[src/rtl/tcbp_pkg.sv]
package tcbp_pkg;

  localparam int BUFFER_SLOTS = 29;
  // buffer address, fill count and scan index widths
  localparam int AW = $clog2(BUFFER_SLOTS);
  localparam int FW = $clog2(BUFFER_SLOTS + 1);
  localparam int KW = $clog2(BUFFER_SLOTS + 3);

  localparam int RX_W    = 8;
  localparam int REPLY_W = 3;
  localparam int LEVEL_W = 7;
  localparam int CMP_W   = 10;

  localparam logic [RX_W-1:0] CH_TERM  = 8'h21;
  localparam logic [RX_W-1:0] CH_PCT   = 8'h25;
  localparam logic [RX_W-1:0] CH_DIG0  = 8'h30;
  localparam logic [RX_W-1:0] CH_DIG9  = 8'h39;
  localparam logic [RX_W-1:0] CH_NUL   = 8'h00;

  localparam logic [REPLY_W-1:0] R_ON         = 3'd0;
  localparam logic [REPLY_W-1:0] R_OFF        = 3'd1;
  localparam logic [REPLY_W-1:0] R_LEVEL_OK   = 3'd2;
  localparam logic [REPLY_W-1:0] R_LEVEL_ERR  = 3'd3;
  localparam logic [REPLY_W-1:0] R_ERROR      = 3'd4;
  localparam logic [REPLY_W-1:0] R_STATUS_ON  = 3'd5;
  localparam logic [REPLY_W-1:0] R_STATUS_OFF = 3'd6;

  localparam logic [LEVEL_W-1:0] LEVEL_RESET = 7'd50;
  localparam logic [LEVEL_W-1:0] LEVEL_MAX   = 7'd100;
  localparam logic [LEVEL_W-1:0] LEVEL_SAT   = 7'd101;

  localparam logic [1:0] W_ON     = 2'd0;
  localparam logic [1:0] W_OFF    = 2'd1;
  localparam logic [1:0] W_STATUS = 2'd2;
  localparam logic [1:0] W_PFX    = 2'd3;

  localparam logic [KW-1:0] PFX_LEN = KW'(4);

  typedef struct packed {
    logic               on_hit;
    logic               off_hit;
    logic               status_hit;
    logic               pfx_ok;
    logic               pwm_form;
    logic [LEVEL_W-1:0] pwm_value;
  } match_res_t;

  // expected character of a keyword at a position, nul past its end
  function automatic logic [RX_W-1:0] word_char(input logic [1:0] w, input logic [KW-1:0] idx);
    logic [RX_W-1:0] c;
    c = CH_NUL;
    case (w)
      W_ON: begin
        case (idx)
          KW'(0):  c = "O";
          KW'(1):  c = "N";
          default: c = CH_NUL;
        endcase
      end
      W_OFF: begin
        case (idx)
          KW'(0):  c = "O";
          KW'(1):  c = "F";
          KW'(2):  c = "F";
          default: c = CH_NUL;
        endcase
      end
      W_STATUS: begin
        case (idx)
          KW'(0):  c = "S";
          KW'(1):  c = "t";
          KW'(2):  c = "a";
          KW'(3):  c = "t";
          KW'(4):  c = "u";
          KW'(5):  c = "s";
          default: c = CH_NUL;
        endcase
      end
      W_PFX: begin
        case (idx)
          KW'(0):  c = "P";
          KW'(1):  c = "W";
          KW'(2):  c = "M";
          KW'(3):  c = ":";
          default: c = CH_NUL;
        endcase
      end
      default: c = CH_NUL;
    endcase
    return c;
  endfunction

endpackage

[src/rtl/tcbp_if.sv]
interface tcbp_in_if;
  logic                      valid;
  logic                      ready;
  logic [tcbp_pkg::RX_W-1:0] rx_byte;

  modport source (output valid, output rx_byte, input ready);
  modport sink (input valid, input rx_byte, output ready);
endinterface

interface tcbp_out_if;
  logic                         valid;
  logic                         ready;
  logic [tcbp_pkg::REPLY_W-1:0] reply;
  logic                         lamp_on;
  logic [tcbp_pkg::LEVEL_W-1:0] brightness;
  logic [tcbp_pkg::CMP_W-1:0]   compare_value;

  modport source (output valid, output reply, output lamp_on, output brightness,
                  output compare_value, input ready);
  modport sink (input valid, input reply, input lamp_on, input brightness,
                input compare_value, output ready);
endinterface

[src/rtl/text_command_brightness_parser.sv]
// channel   dir  port     payload
// input     in   in_ch    rx_byte[7:0]
// result    out  out_ch   reply[2:0] lamp_on brightness[6:0] compare_value[9:0]
//
// a plain byte is written to the text buffer and input stays ready for the next byte
// a '!' reads the buffer back one byte a cycle, paced by the single read port of the
//   buffer memory
// the result sits in an output register; bytes are taken while it waits, a second '!' stalls
//   before its result is loaded until the first has been taken
// reset (rst_n, synchronous, low): lamp off, brightness 50, buffer empty
module text_command_brightness_parser import tcbp_pkg::*; (
  input  logic              clk,
  input  logic              rst_n,
  tcbp_in_if.sink           in_ch,
  tcbp_out_if.source        out_ch
);

  localparam logic [1:0] ST_IDLE = 2'd0;
  localparam logic [1:0] ST_SCAN = 2'd1;
  localparam logic [1:0] ST_FIN  = 2'd2;
  localparam logic [1:0] ST_OUT  = 2'd3;

  logic [RX_W-1:0]    mem [BUFFER_SLOTS];
  logic [RX_W-1:0]    q_r;

  logic [1:0]         state_r;
  logic [FW-1:0]      fill_r;
  logic [KW-1:0]      iss_r;
  logic [KW-1:0]      ev_idx_r;
  logic               ev_v_r;
  logic               ev_in_r;
  logic [LEVEL_W-1:0] level_r;
  logic               lamp_r;
  logic [REPLY_W-1:0] reply_r;

  logic               out_valid_r;
  logic [REPLY_W-1:0] out_reply_r;
  logic               out_lamp_r;
  logic [LEVEL_W-1:0] out_level_r;
  logic [CMP_W-1:0]   out_cmp_r;

  logic               in_fire;
  logic               is_term;
  logic               wr_en;
  logic               rd_en;
  logic [RX_W-1:0]    ev_byte;
  logic               scan_done;
  logic               out_free;
  logic               out_load;
  logic [CMP_W-1:0]   cmp_val;
  match_res_t         mres;

  assign in_ch.ready = (state_r == ST_IDLE);
  assign in_fire     = in_ch.valid && in_ch.ready;
  assign is_term     = (in_ch.rx_byte == CH_TERM);
  assign wr_en       = in_fire && !is_term && (fill_r < FW'(BUFFER_SLOTS));
  assign rd_en       = (state_r == ST_SCAN) && (iss_r < KW'(fill_r));
  // past the fill count the text reads as nul
  assign ev_byte     = ev_in_r ? q_r : CH_NUL;
  assign scan_done   = ev_v_r && (ev_byte == CH_NUL);
  assign out_free    = !out_valid_r || out_ch.ready;
  assign out_load    = (state_r == ST_OUT) && out_free;
  assign cmp_val     = lamp_r ? ({level_r, 3'b000} + {2'b00, level_r, 1'b0}) : '0;

  always_ff @(posedge clk) begin
    if (wr_en) begin
      mem[fill_r[AW-1:0]] <= in_ch.rx_byte;
    end
    if (rd_en) begin
      q_r <= mem[iss_r[AW-1:0]];
    end
  end

  tcbp_match u_match (
    .clk     (clk),
    .rst_n   (rst_n),
    .start   (in_fire && is_term),
    .step    (ev_v_r),
    .byte_in (ev_byte),
    .idx     (ev_idx_r),
    .res     (mres)
  );

  always_ff @(posedge clk) begin
    if (!rst_n) begin
      state_r     <= ST_IDLE;
      fill_r      <= '0;
      iss_r       <= '0;
      ev_idx_r    <= '0;
      ev_v_r      <= 1'b0;
      ev_in_r     <= 1'b0;
      level_r     <= LEVEL_RESET;
      lamp_r      <= 1'b0;
      reply_r     <= R_ERROR;
      out_valid_r <= 1'b0;
    end else begin
      if (out_load) begin
        out_valid_r <= 1'b1;
      end else if (out_valid_r && out_ch.ready) begin
        out_valid_r <= 1'b0;
      end
      case (state_r)
        ST_IDLE: begin
          if (in_fire) begin
            if (is_term) begin
              iss_r   <= '0;
              ev_v_r  <= 1'b0;
              state_r <= ST_SCAN;
            end else if (fill_r < FW'(BUFFER_SLOTS)) begin
              fill_r <= fill_r + FW'(1);
            end else begin
              fill_r <= '0;
            end
          end
        end
        ST_SCAN: begin
          iss_r    <= iss_r + KW'(1);
          ev_idx_r <= iss_r;
          ev_in_r  <= rd_en;
          ev_v_r   <= !scan_done;
          if (scan_done) begin
            state_r <= ST_FIN;
          end
        end
        ST_FIN: begin
          fill_r  <= '0;
          state_r <= ST_OUT;
          if (mres.on_hit) begin
            lamp_r  <= 1'b1;
            reply_r <= R_ON;
          end else if (mres.off_hit) begin
            lamp_r  <= 1'b0;
            reply_r <= R_OFF;
          end else if (mres.pfx_ok) begin
            if (!mres.pwm_form) begin
              reply_r <= R_ERROR;
            end else if (mres.pwm_value <= LEVEL_MAX) begin
              level_r <= mres.pwm_value;
              reply_r <= R_LEVEL_OK;
            end else begin
              reply_r <= R_LEVEL_ERR;
            end
          end else if (mres.status_hit) begin
            reply_r <= lamp_r ? R_STATUS_ON : R_STATUS_OFF;
          end else begin
            reply_r <= R_ERROR;
          end
        end
        ST_OUT: begin
          if (out_free) begin
            state_r <= ST_IDLE;
          end
        end
        default: state_r <= ST_IDLE;
      endcase
    end
  end

  always_ff @(posedge clk) begin
    if (out_load) begin
      out_reply_r <= reply_r;
      out_lamp_r  <= lamp_r;
      out_level_r <= level_r;
      out_cmp_r   <= cmp_val;
    end
  end

  assign out_ch.valid         = out_valid_r;
  assign out_ch.reply         = out_reply_r;
  assign out_ch.lamp_on       = out_lamp_r;
  assign out_ch.brightness    = out_level_r;
  assign out_ch.compare_value = out_cmp_r;

  a_fill_bound: assert property (@(posedge clk) disable iff (!rst_n)
    fill_r <= FW'(BUFFER_SLOTS))
    else $error("fill count beyond buffer size");

  a_level_bound: assert property (@(posedge clk) disable iff (!rst_n)
    level_r <= LEVEL_MAX)
    else $error("stored brightness above maximum");

  a_scan_bound: assert property (@(posedge clk) disable iff (!rst_n)
    (state_r == ST_SCAN) |-> (iss_r <= KW'(fill_r) + KW'(1)))
    else $error("scan ran past the held text");

  a_term_scan: assert property (@(posedge clk) disable iff (!rst_n)
    (in_fire && is_term) |=> (state_r == ST_SCAN) && (fill_r == $past(fill_r)))
    else $error("terminator did not start a scan");

  a_result_src: assert property (@(posedge clk) disable iff (!rst_n)
    $rose(out_valid_r) |-> ($past(state_r) == ST_OUT))
    else $error("result loaded outside of the output step");

endmodule

[src/rtl/tcbp_match.sv]
module tcbp_match import tcbp_pkg::*; (
  input  logic            clk,
  input  logic            rst_n,
  input  logic            start,
  input  logic            step,
  input  logic [RX_W-1:0] byte_in,
  input  logic [KW-1:0]   idx,
  output match_res_t      res
);

  localparam logic [1:0] PW_DIG = 2'd0;
  localparam logic [1:0] PW_PCT = 2'd1;
  localparam logic [1:0] PW_BAD = 2'd2;

  logic               on_r, on_nxt;
  logic               off_r, off_nxt;
  logic               stat_r, stat_nxt;
  logic               pfx_r, pfx_nxt;
  logic [1:0]         pw_st_r, pw_st_nxt;
  logic [LEVEL_W-1:0] val_r, val_nxt;
  logic [10:0]        acc;
  logic               is_digit;

  assign is_digit = (byte_in >= CH_DIG0) && (byte_in <= CH_DIG9);
  // value * 10 + digit
  assign acc = {1'b0, val_r, 3'b000} + {3'b000, val_r, 1'b0} + {7'd0, byte_in[3:0]};

  always_comb begin
    on_nxt    = on_r;
    off_nxt   = off_r;
    stat_nxt  = stat_r;
    pfx_nxt   = pfx_r;
    pw_st_nxt = pw_st_r;
    val_nxt   = val_r;
    if (start) begin
      on_nxt    = 1'b1;
      off_nxt   = 1'b1;
      stat_nxt  = 1'b1;
      pfx_nxt   = 1'b1;
      pw_st_nxt = PW_DIG;
      val_nxt   = '0;
    end else if (step) begin
      on_nxt   = on_r && (byte_in == word_char(W_ON, idx));
      off_nxt  = off_r && (byte_in == word_char(W_OFF, idx));
      stat_nxt = stat_r && (byte_in == word_char(W_STATUS, idx));
      pfx_nxt  = pfx_r && ((idx >= PFX_LEN) || (byte_in == word_char(W_PFX, idx)));
      if ((idx >= PFX_LEN) && (byte_in != CH_NUL)) begin
        case (pw_st_r)
          PW_DIG: begin
            if (is_digit) begin
              val_nxt = (acc > {4'd0, LEVEL_SAT}) ? LEVEL_SAT : acc[LEVEL_W-1:0];
            end else if (byte_in == CH_PCT) begin
              pw_st_nxt = PW_PCT;
            end else begin
              pw_st_nxt = PW_BAD;
            end
          end
          PW_PCT:  pw_st_nxt = PW_BAD;
          default: pw_st_nxt = PW_BAD;
        endcase
      end
    end
  end

  always_ff @(posedge clk) begin
    if (!rst_n) begin
      on_r    <= 1'b0;
      off_r   <= 1'b0;
      stat_r  <= 1'b0;
      pfx_r   <= 1'b0;
      pw_st_r <= PW_BAD;
      val_r   <= '0;
    end else begin
      on_r    <= on_nxt;
      off_r   <= off_nxt;
      stat_r  <= stat_nxt;
      pfx_r   <= pfx_nxt;
      pw_st_r <= pw_st_nxt;
      val_r   <= val_nxt;
    end
  end

  assign res.on_hit     = on_r;
  assign res.off_hit    = off_r;
  assign res.status_hit = stat_r;
  assign res.pfx_ok     = pfx_r;
  assign res.pwm_form   = pfx_r && (pw_st_r == PW_PCT);
  assign res.pwm_value  = val_r;

endmodule

[src/flat_wrapper.sv]
// flat-port wrapper written by rule: the top's interface ports become plain ports
module text_command_brightness_parser_flat import tcbp_pkg::*;
  (clk, rst_n, in_ch_valid, in_ch_rx_byte, in_ch_ready, out_ch_valid, out_ch_reply, out_ch_lamp_on, out_ch_brightness, out_ch_compare_value, out_ch_ready);
  tcbp_in_if in_ch_i ();
  tcbp_out_if out_ch_i ();
  input  logic clk;
  input  logic rst_n;
  input wire logic [$bits(in_ch_i.valid)-1:0] in_ch_valid;
  input wire logic [$bits(in_ch_i.rx_byte)-1:0] in_ch_rx_byte;
  output wire logic [$bits(in_ch_i.ready)-1:0] in_ch_ready;
  output wire logic [$bits(out_ch_i.valid)-1:0] out_ch_valid;
  output wire logic [$bits(out_ch_i.reply)-1:0] out_ch_reply;
  output wire logic [$bits(out_ch_i.lamp_on)-1:0] out_ch_lamp_on;
  output wire logic [$bits(out_ch_i.brightness)-1:0] out_ch_brightness;
  output wire logic [$bits(out_ch_i.compare_value)-1:0] out_ch_compare_value;
  input wire logic [$bits(out_ch_i.ready)-1:0] out_ch_ready;
  assign in_ch_i.valid = in_ch_valid;
  assign in_ch_i.rx_byte = in_ch_rx_byte;
  assign in_ch_ready = in_ch_i.ready;
  assign out_ch_valid = out_ch_i.valid;
  assign out_ch_reply = out_ch_i.reply;
  assign out_ch_lamp_on = out_ch_i.lamp_on;
  assign out_ch_brightness = out_ch_i.brightness;
  assign out_ch_compare_value = out_ch_i.compare_value;
  assign out_ch_i.ready = out_ch_ready;
  text_command_brightness_parser u_core (.clk(clk), .rst_n(rst_n), .in_ch(in_ch_i), .out_ch(out_ch_i));
endmodule
[config.mk]
export PLATFORM = sky130hd
export DESIGN_NAME = text_command_brightness_parser_flat
export DESIGN_NICKNAME = d
export VERILOG_FILES = /design/src/rtl/tcbp_pkg.sv /design/src/rtl/tcbp_if.sv /design/src/rtl/text_command_brightness_parser.sv /design/src/rtl/tcbp_match.sv /design/src/flat_wrapper.sv
export SDC_FILE = /design/constraint.sdc
export NUM_CORES = 1
export LEC_CHECK = 0
export BUFFER_PORTS_ARGS = -buffer_cell sky130_fd_sc_hd__buf_4
export CAP_MARGIN = 0
export CORE_ASPECT_RATIO = 0.75
export CORE_UTILIZATION = 40
export DETAILED_ROUTE_END_ITERATION = 16
export GPL_TIMING_DRIVEN = 0
export SYNTH_ARGS = -nofsm -noshare
export SYNTH_HDL_FRONTEND = slang
export SYNTH_SLANG_ARGS = --single-unit
[constraint.sdc]
create_clock -name clk -period 3.15 [get_ports clk]
set_input_delay 0 -clock clk [delete_from_list [all_inputs] [get_ports clk]]
set_output_delay 0 -clock clk [all_outputs]
set_load 0.03 [all_outputs]
==> results.cfg, run 1 <==
[logic_synthesis]
yosysTopAreaCell = edfxtp_1
yosys-top-cells-area = edfxtp_1 (60%), mux4_2 (12%), dfxtp_1 (6.7%)
seq_area_frac_synth_pct = 66.56
synth_cells = 810
async_reset_ff_share_pct = 0
synthesis.area_um2 = 13050
yosysTopAreaCellShare_pct = 59.81
ys_ff_latch = 304
synth_cell_types = 64
synth_edf_count = 260
avgSynthCellArea_um2 = 16.12
synthFlopType = edfxtp_1
synth_nets = 855
yosys_warnings = 0

[route]
drtPass1Iterations = 5
routedWlPerCell_um = 22.26
routed_via_density = 5.502
ant_nets = 0
drc = 0
dr_total_vias = 7362
routed_wl_um = 29790
first_iter_violations = 881

[worst_setup_path]
critPathMaxStageDelay_ns = 0.65
criticalPathCategory = reg2reg
path_cells = clkbuf_1 -> clkbuf_1 -> mux4_2 -> mux4_2 -> mux2_2
cp-end-kind = register
cp_max_fo = 10
slowest_stage = clkbuf_1
crit_required_ns = 3.43
critPathArrivalTime_ns = 3.19
cp_top_family = multiplexers
worstSetupStartpointType = register
crit_buf_inv = 2

[finish]
drive_above_1_share_pct = 19.05
fin_util_pct = 46.91
diodes = 0
area_delta_synth_final_pct = 13.82
seqCellArea_um2 = 8688
nFillCells = 2767
nets = 927
multi_input_area_um2 = 4088

[sta]
worstMarginPinSlew_ns = 1.084
setup_violations = 0
clock.fmax_mhz = 344.4
rsz0062_at_grt = false
relSlewSlack_pct = 27.44
final-hold-violation-count = 0
period_share_pct = 92.18
fin_ws_ns = 0.2464
slew_viol_final = 0
fin_skew_ns = 0.02529
min_period_ns = 2.904

[clocking]
clk_pin_slew_ns = 0.06
clock_path_buffers = 3
cts_htree_levels = 1
cts_setup_buffers = 0
cts_buffers = 29
cts_sinks = 304
cts_tree = built
cts-root-buf = clkbuf_16
clock_latency_ns = 0.56

[placed_design]
gp_congestion = 0.8299
dp_slack_ns = -0.02394
dp_hpwl_um = 20340
portBuffers = 33

[power_and_ir_drop]
power.density_nw_per_um2 = 583.2
p_leak_nw = 4.787
finalPower_mw = 8.665
ir_drop_v = 0.0003958

[die]
coreArea_um2 = 31670
start_util_pct = 41.22
fp.dieH_um = 158.4
dieWidth_um = 210.6
num_io_pins = 35
rows = 56
dieArea_um2 = 33370

[min_path]
hold_path_class = in2reg

[global_route]
antenna_found_initial = 1
grt_max_degree = 31
grt_pass1_wl_um = 45160
grt-ovfl-total = 0
grt_use_total_pct = 18.40
grt_pass1_vias = 7200

[run_status]
outcome = completed

[run]
drv_cap = 0
cell usage after synthesis (3+ instances only):
| cell type | instances |
|---|---|
| nor2_1 | 56 |
| a21boi_0 | 5 |
| nand2b_1 | 4 |
| nand4_1 | 12 |
| o22ai_1 | 3 |
| inv_1 | 27 |
| mux2i_1 | 12 |
| xor2_1 | 4 |
| a21oi_1 | 22 |
| and2_1 | 11 |
| buf_6 | 4 |
| buf_4 | 3 |
| ha_1 | 31 |
| dfxtp_1 | 44 |
| a32o_1 | 3 |
| or3_1 | 3 |
| nor2b_1 | 26 |
| a21o_1 | 5 |
| a221oi_1 | 3 |
| nor4b_1 | 3 |
| mux4_2 | 72 |
| nand3_1 | 14 |
| a31oi_1 | 5 |
| and3_1 | 3 |
| nand2_1 | 37 |
| a22oi_1 | 3 |
| o21ai_0 | 27 |
| o31ai_1 | 6 |
| a211oi_1 | 3 |
| clkbuf_1 | 23 |
| edfxtp_1 | 260 |
| nor3_1 | 13 |
| mux2_2 | 9 |
| buf_2 | 5 |
| xnor2_1 | 12 |
sequential cells by signal, summed over array words and instances, names as in the netlist, 2 cells and up:
register / cells
u_core.mem: 232
u_core.out_ch.compare_value: 9
u_core.q_r: 8
u_core.level_r: 7
u_core.out_ch.brightness: 7
u_core.u_match.val_r: 7
u_core.ev_idx_r: 5
u_core.fill_r: 5
u_core.iss_r: 5
u_core.out_ch.reply: 3
u_core.reply_r: 3
u_core.state_r: 2
u_core.u_match.pw_st_r: 2
layout make-up:
type	instances	share of cell area [%]
tap	435	3.663
clock inverter	17	1.027
inverter	27	0.6821
timing repair buffer	44	2.408
multi-input combinational	442	27.51
clock buffer	35	5.036
sequential	304	58.48
buffer	34	1.196
through the flow:
stage	instances	cell area [um^2]	TNS [ns]	hold WS, ns
global route	1338	14860	0	0.3786
finish	1338	14860	0	0.3474
CTS	1341	14860	0	0.3225
floorplan	810	13050	0	0.09887
global placement	1278	13850	-0.1206	0.3124
detailed placement	1278	13850	-0.1308	0.3268
worst reg2reg max path, cell delays in order (launching register included):
cell	delay (ns)
dfxtp_1	0.39
clkbuf_1	0.19
clkbuf_1	0.65
mux4_2	0.53
mux4_2	0.57
mux2_2	0.30
per-layer routing:
layer	vias up	share of wire [%]	GRT usage, %
li1	3338	-	-
met4	0	1.7	4.003
met5	-	0	0
met3	38	7.3	3.688
met1	3725	49	29.20
met2	261	42	25.76
power breakdown:
part	leakage (nW)	internal, mW	switching (mW)
logic	1.66	0.287	0.495
registers	2.69	4.47	0.0560
clock network	0.437	1.92	1.44
total	4.79	6.68	1.99
worst paths after layout:
check,start,to,slack [ns],cells past startpoint
setup / recovery,u_core.iss_r[1]$_SDFFE_PN0P_,u_core.q_r[6]$_DFFE_PP_,0.25,5
hold / removal,rst_n,u_core.ev_in_r$_SDFFE_PN0P_,0.35,4
setup reg to reg,u_core.iss_r[1]$_SDFFE_PN0P_,u_core.q_r[6]$_DFFE_PP_,0.25,5
hold reg to reg,u_core.reply_r[2]$_SDFFE_PN1P_,u_core.out_ch.reply[2]$_DFFE_PP_,0.44,0
logic make-up (layout without fill, tap and decap cells):
group / after synthesis / after routing / share of synthesized area, %
DFF: 304 / 304 / 66.56
and+or+nand+nor: 194 / 194 / 7.419
AOI/OAI and AO/OA: 105 / 105 / 5.320
muxes: 93 / 93 / 14.12
buffers and inverters: 64 / 157 / 2.204
adders and majority gates: 33 / 33 / 3.278
xor gates and xnor gates: 16 / 16 / 1.073
other: 1 / 1 / 0.02873
what timing repair did:
item | in CTS | in global routing
endpoints found under the hold margin | 243 | 0
hold buffers | 11 | 0
gates resized for setup | 1 | 4
endpoints found under the setup margin | 7 | 7
pin swaps | 0 | 0
placed cells by master (no fill, tap or decap), types with 3 or more instances in the layout:
master and count:
a21boi_0 5, a31oi_1 5, clkbuf_16 29, edfxtp_1 260, o31ai_1 6, xor2_1 3, inv_1 27, a32o_1 3
a221oi_1 3, dfxtp_1 44, nor3_1 13, buf_6 4, clkinv_2 3, and2_1 11, nor4b_1 3, or3_1 3
o22ai_1 3, mux4_2 72, buf_2 6, a21oi_1 22, a21o_1 5, mux2_2 9, ha_1 31, nor2_1 56
clkbuf_1 25, xnor2_1 12, nor2b_1 25, a211oi_1 3, nand4_1 12, bufinv_16 3, buf_4 36, dlygate4sd3_1 11
nand2b_1 4, mux2i_1 12, and3_1 3, clkinv_1 9, nand3_1 14, a22oi_1 3, nand2_1 37, o21ai_0 27
(Power assumes the default switching activity.)
==> inputs of run 2 (changes only) <==
- BUFFER_PORTS_ARGS: -buffer_cell sky130_fd_sc_hd__buf_4 -> unset
- DONT_BUFFER_PORTS: unset -> 1
==> results.cfg, run 2 (synthesis gave the netlist of run 1 again) <==
[run_status]
outcome = completed

[finish]
nFillCells = 2796
final_common_cell = edfxtp_1
nets = 902
largest_register_ffs = 232
layout_common_cells = edfxtp_1 (260), mux4_2 (72), dfxtp_1 (43)
multi_input_area_um2 = 4133
seqCellArea_um2 = 8690
diodes = 0
drive_above_1_share_pct = 20.11
area_delta_synth_final_pct = 13.75

[power_and_ir_drop]
ir_drop_v = 0.0005024
power.density_nw_per_um2 = 589.2
finalPower_mw = 8.750
p_leak_nw = 4.719

[route]
ant_nets = 0
routedWlPerCell_um = 22.50
dr_total_vias = 7216
routed_via_density = 5.487
drtPass1Iterations = 5
first_iter_violations = 737
drc = 0
routed_wl_um = 29580

[worst_setup_path]
r2r_setup_slack_ns = 0.01
cp_max_fo = 8
criticalPathCategory = reg2reg
cp-end-kind = register
worstSetupStartpointType = register
path_cells = inv_1 -> ha_1 -> nand2_1 -> nor3_1 -> nand2_1 -> nor2_1
r2r-end = u_core.mem[28][0]$_DFFE_PP_
critPathMaxStageDelay_ns = 0.75
reg2reg_from = u_core.state_r[1]$_SDFFE_PN0P_
rr_worst_depth = 6
slowest_stage = nor2_1
crit_required_ns = 3.32
cp_top_family = simple AND/OR/NAND/NOR gates
critPathArrivalTime_ns = 3.31
path_common_cell = nand2_1
crit_buf_inv = 1

[min_path]
hold_path_class = in2reg
whs_endpoint = u_core.out_ch.valid$_SDFFE_PN0P_
hold_path_depth = 3
hold_start = out_ch_ready

[sta]
fin_skew_ns = 0.01394
relSlewSlack_pct = 25.09
setup_violations = 0
rsz0062_at_grt = true
period_share_pct = 99.68
whs_ns = 0.2807
worstMarginPinSlew_ns = 1.120
min_period_ns = 3.140
clock.fmax_mhz = 318.5
slew_viol_final = 0
final-hold-violation-count = 0

[die]
coreArea_um2 = 31670
rows = 56
start_util_pct = 41.22
dieArea_um2 = 33370
dieWidth_um = 210.6
fp.dieH_um = 158.4
num_io_pins = 35

[clocking]
cts-root-buf = clkbuf_16
cts_buffers = 29
cts_sinks = 304
cts_htree_levels = 1
cts_tree = built
clk_pin_slew_ns = 0.06
clock_latency_ns = 0.55
clock_path_buffers = 3

[global_route]
antenna_found_initial = 0
grt-ovfl-total = 0
grt_use_total_pct = 18.20
grt_pass1_wl_um = 44990
grt_max_degree = 31
grt_pass1_vias = 7065

[placed_design]
portBuffers = 0
gp_congestion = 0.8578
dp_hpwl_um = 19810

[run]
drv_cap = 0
[run 2: metal layers]
| metal | share of wire (%) | routed length, um | track usage (%) |
|---|---|---|---|
| met4 | 1.3 | 382 | 3.416 |
| met1 | 49 | 14530 | 28.86 |
| met3 | 7.7 | 2274 | 4.004 |
| met5 | 0 | 0 | 0 |
| met2 | 42 | 12390 | 25.46 |
[run 2: tightest hold or removal path, cell delays in order]
cell	delay, ns
dlygate4sd3_1	0.54
nor2b_1	0.08
o21a_1	0.17
[run 2: report_power, final]
group / total, mW / switching, mW / internal [mW]
Clock: 3.43 / 1.48 / 1.95
Sequential: 4.53 / 0.0665 / 4.47
Combinational: 0.781 / 0.489 / 0.291
[run 2: worst max-delay path by stage]
stage,from,cells past startpoint,slack [ns],endpoint
6_report,u_core.state_r[1]$_SDFFE_PN0P_,6,0.01,u_core.mem[28][0]$_DFFE_PP_
5_1_grt,u_core.state_r[0]$_SDFFE_PN0P_,6,-0.16,u_core.mem[28][0]$_DFFE_PP_
4_1_cts,u_core.state_r[0]$_SDFFE_PN0P_,6,0.01,u_core.mem[28][1]$_DFFE_PP_
3_5_place_dp,u_core.ev_in_r$_SDFFE_PN0P_,12,-0.10,u_core.u_match.val_r[5]$_SDFFE_PP0P_
3_3_place_gp,u_core.ev_in_r$_SDFFE_PN0P_,12,-0.05,u_core.u_match.val_r[5]$_SDFFE_PP0P_
2_1_floorplan,u_core.ev_in_r$_SDFFE_PN0P_,11,0.48,u_core.u_match.val_r[1]$_SDFFE_PP0P_
[run 2: repair_timing]
item	4_1_cts	5_1_grt
pin swaps	0	0
hold buffers	18	0
gates resized for setup	3	20
hold endpoints to repair	269	0
cloned	0	0
endpoints found under the setup margin	22	223
buffers inserted	0	2
[run 2: layout make-up]
class,instances,area share (%)
buffer,33,1.163
clock buffer,41,5.679
clock inverter,13,0.6741
inverter,27,0.6825
multi-input combinational,442,27.83
sequential,304,58.52
tap,435,3.665
timing repair buffer,20,1.786
[run 2: per-stage QoR]
stage | util [%] | setup TNS (ns) | cell area, um^2 | worst slack [ns] | std cells
3_3_place_gp | 42.94 | -0.2191 | 13600 | -0.05233 | 1245
4_1_cts | 46.73 | 0 | 14800 | 0.01004 | 1317
5_1_grt | 46.89 | -9.084 | 14850 | -0.1643 | 1315
3_5_place_dp | 42.94 | -0.7323 | 13600 | -0.1025 | 1245
2_1_floorplan | - | 0 | 13050 | 0.4752 | 810
6_report | 46.89 | 0 | 14850 | 0.009967 | 1315
==> inputs of run 3 (changes only) <==
- CTS_BUF_LIST: unset -> sky130_fd_sc_hd__clkbuf_8 sky130_fd_sc_hd__clkbuf_16
- SYNTH_HIERARCHICAL: unset -> 1
==> results.cfg, run 3 <==
[global_route]
grt_pass1_wl_um = 47330
grt_use_total_pct = 18.54
grt-ovfl-total = 0
antenna_found_initial = 0
grt_pass1_vias = 7540
grt_max_degree = 31

[sta]
rsz0062_at_grt = true
setup_violations = 0
min_period_ns = 3.119
final-hold-violation-count = 0
relSlewSlack_pct = 41.11
worstMarginPinSlew_ns = 0.8800
slew_viol_final = 0
fin_skew_ns = 0.01027
clock.fmax_mhz = 320.6
period_share_pct = 99.01

[die]
rows = 57
num_io_pins = 35
fp.dieH_um = 160.9
dieWidth_um = 213.8
start_util_pct = 41.12
dieArea_um2 = 34400
coreArea_um2 = 32740

[min_path]
hold_path_depth = 4
hold_start = in_ch_rx_byte[5]
hold_path_class = in2reg
whs_endpoint = u_core/state_r[1]$_SDFFE_PN0P_

[worst_setup_path]
rr_worst_depth = 6
criticalPathCategory = reg2reg
reg2reg_from = u_core/state_r[0]$_SDFFE_PN0P_
critPathArrivalTime_ns = 3.30
cp_max_fo = 8
r2r_setup_slack_ns = 0.03
worstSetupStartpointType = register
cp-end-kind = register
r2r-end = u_core/mem[8][5]$_DFFE_PP_
crit_required_ns = 3.33

[clocking]
cts_sinks = 304
cts_htree_levels = 1
clock_latency_ns = 0.56
clk_pin_slew_ns = 0.06
cts_tree = built
cts_buffers = 31
cts-root-buf = clkbuf_16
clock_path_buffers = 3

[run_status]
outcome = completed

[power_and_ir_drop]
pwr-share-comb_pct = 4.9
p_switching_mw = 1.805
power.density_nw_per_um2 = 546.3
swShare_pct = 21.44
seqPwrFrac_pct = 52.6
p_int_mw = 6.614
p_leak_nw = 4.953
ir_drop_v = 0.0005153
p_clk_share_pct = 42.5

[logic_synthesis]
yosysMostFrequentCell = edfxtp_1
yosysTopAreaCellShare_pct = 58.00
async_reset_ff_share_pct = 0
ys_ff_latch = 304
yosys-top-cells-area = edfxtp_1 (58%), mux4_2 (6.9%), dfxtp_1 (6.5%)
synthTopCellsByCount = edfxtp_1 (260), nor2_1 (56), nand2_1 (54), dfxtp_1 (44), mux4_2 (41)
synth_cells = 901
synthFlopType = edfxtp_1
avgSynthCellArea_um2 = 14.94
seq_area_frac_synth_pct = 64.54
yosysTopAreaCell = edfxtp_1
synth_nets = 948
synth_cell_types = 85
synthesis.area_um2 = 13460
synth_edf_count = 260
yosys_warnings = 6

[finish]
largest_register_ffs = 232
final_common_cell = edfxtp_1
nFillCells = 2841
drive_above_1_share_pct = 19.68
nets = 1008
instances_no_fill = 1428
diodes = 0
fin_util_pct = 47.08
layout_common_cells = edfxtp_1 (260), nand2_1 (54), nor2_1 (44)
area_delta_synth_final_pct = 14.49

[route]
routed_wl_um = 31300
first_iter_violations = 788
routed_via_density = 5.522
routedWlPerCell_um = 21.92
dr_total_vias = 7885
ant_nets = 0
drtPass1Iterations = 6
drc = 0

[run]
drv_cap = 0

[placed_design]
place_inst = 1344
gp_congestion = 0.8524
dp_hpwl_um = 20840
portBuffers = 0
run 3: worst max-delay path, stage by stage, from the launching register on:
cell	delay, ns
dfxtp_1	0.34
inv_1	0.11
ha_1	0.58
nand2_1	0.19
a21oi_2	0.32
nand3_1	0.45
nor2_1	0.77
run 3: how the worst max path moves through the flow:
stage	start	end	slack [ns]	cells past startpoint
after global routing	u_core/state_r[0]$_SDFFE_PN0P_	u_core/mem[12][6]$_DFFE_PP_	-0.21	6
final	u_core/state_r[0]$_SDFFE_PN0P_	u_core/mem[8][5]$_DFFE_PP_	0.03	6
after detailed placement	u_core/ev_in_r$_SDFFE_PN0P_	u_core/u_match/val_r[6]$_SDFFE_PP0P_	-0.37	11
after floorplan	u_core/ev_in_r$_SDFFE_PN0P_	u_core/u_match/val_r[1]$_SDFFE_PP0P_	0.07	11
after CTS	u_core/ev_in_r$_SDFFE_PN0P_	u_core/u_match/val_r[1]$_SDFFE_PP0P_	0.004	12
after global placement	u_core/ev_in_r$_SDFFE_PN0P_	u_core/u_match/val_r[6]$_SDFFE_PP0P_	-0.39	11
run 3: cell type report:
class                           count  area, um^2  share of cell area [%]
Tap cell                          442       553.0                   3.588
Clock inverter                     26       210.2                   1.364
Buffer                             44       280.3                   1.818
Clock buffer                       32       789.5                   5.123
Multi-Input combinational cell    528        4444                   28.84
Timing Repair Buffer               28       352.8                   2.289
Sequential cell                   304        8692                   56.40
Inverter                           24       90.09                  0.5845
run 3: power by group through the flow:
stage	sequential [mW]	combinational, mW	clock, mW
6_report	4.43	0.410	3.58
4_1_cts	4.43	0.399	3.65
3_5_place_dp	4.52	0.300	0
3_3_place_gp	4.52	0.300	0
5_1_grt	4.43	0.440	3.81
2_1_floorplan	4.51	0.216	0
run 3: metal layers:
| layer | vias to the layer above | wire, um | track usage [%] | share of wire, % |
|---|---|---|---|---|
| met5 | - | 0 | 0 | 0 |
| met4 | 0 | 612 | 4.221 | 2.0 |
| met3 | 38 | 2293 | 3.031 | 7.3 |
| met2 | 278 | 13270 | 26.36 | 42 |
| met1 | 3950 | 15120 | 29.41 | 48 |
| li1 | 3619 | - | - | - |
run 3: per-stage QoR:
| step | setup slack, ns | hold slack [ns] | setup TNS, ns | power [mW] | cell area (um^2) |
|---|---|---|---|---|---|
| floorplan | 0.06692 | 0.07999 | 0 | 4.729 | 13460 |
| global placement | -0.3943 | 0.08838 | -3.528 | 4.818 | 14020 |
| detailed placement | -0.3683 | 0.09937 | -3.483 | 4.820 | 14030 |
| CTS | 0.003807 | 0.008141 | 0 | 8.484 | 15340 |
| global route | -0.2119 | 0.04073 | -20.08 | 8.678 | 15410 |
| finish | 0.03119 | 0.02228 | 0 | 8.420 | 15410 |
run 3: repair_timing:
| action | 4_1_cts | 5_1_grt |
|---|---|---|
| setup endpoints to repair | 15 | 207 |
| hold buffers | 20 | 0 |
| setup buffers | 1 | 6 |
| pin swaps | 2 | 3 |
| hold endpoints to repair | 262 | 0 |
| gates resized for setup | 6 | 13 |
run 3: cells by family after synthesis:
kind of cell    synth area share, %
flops                         64.54
simple gates                  9.769
compound gates                8.477
mux                           10.21
buf+inv                       2.779
fa+ha+maj                     3.420
xor+xnor                     0.7807
other cells                 0.02786
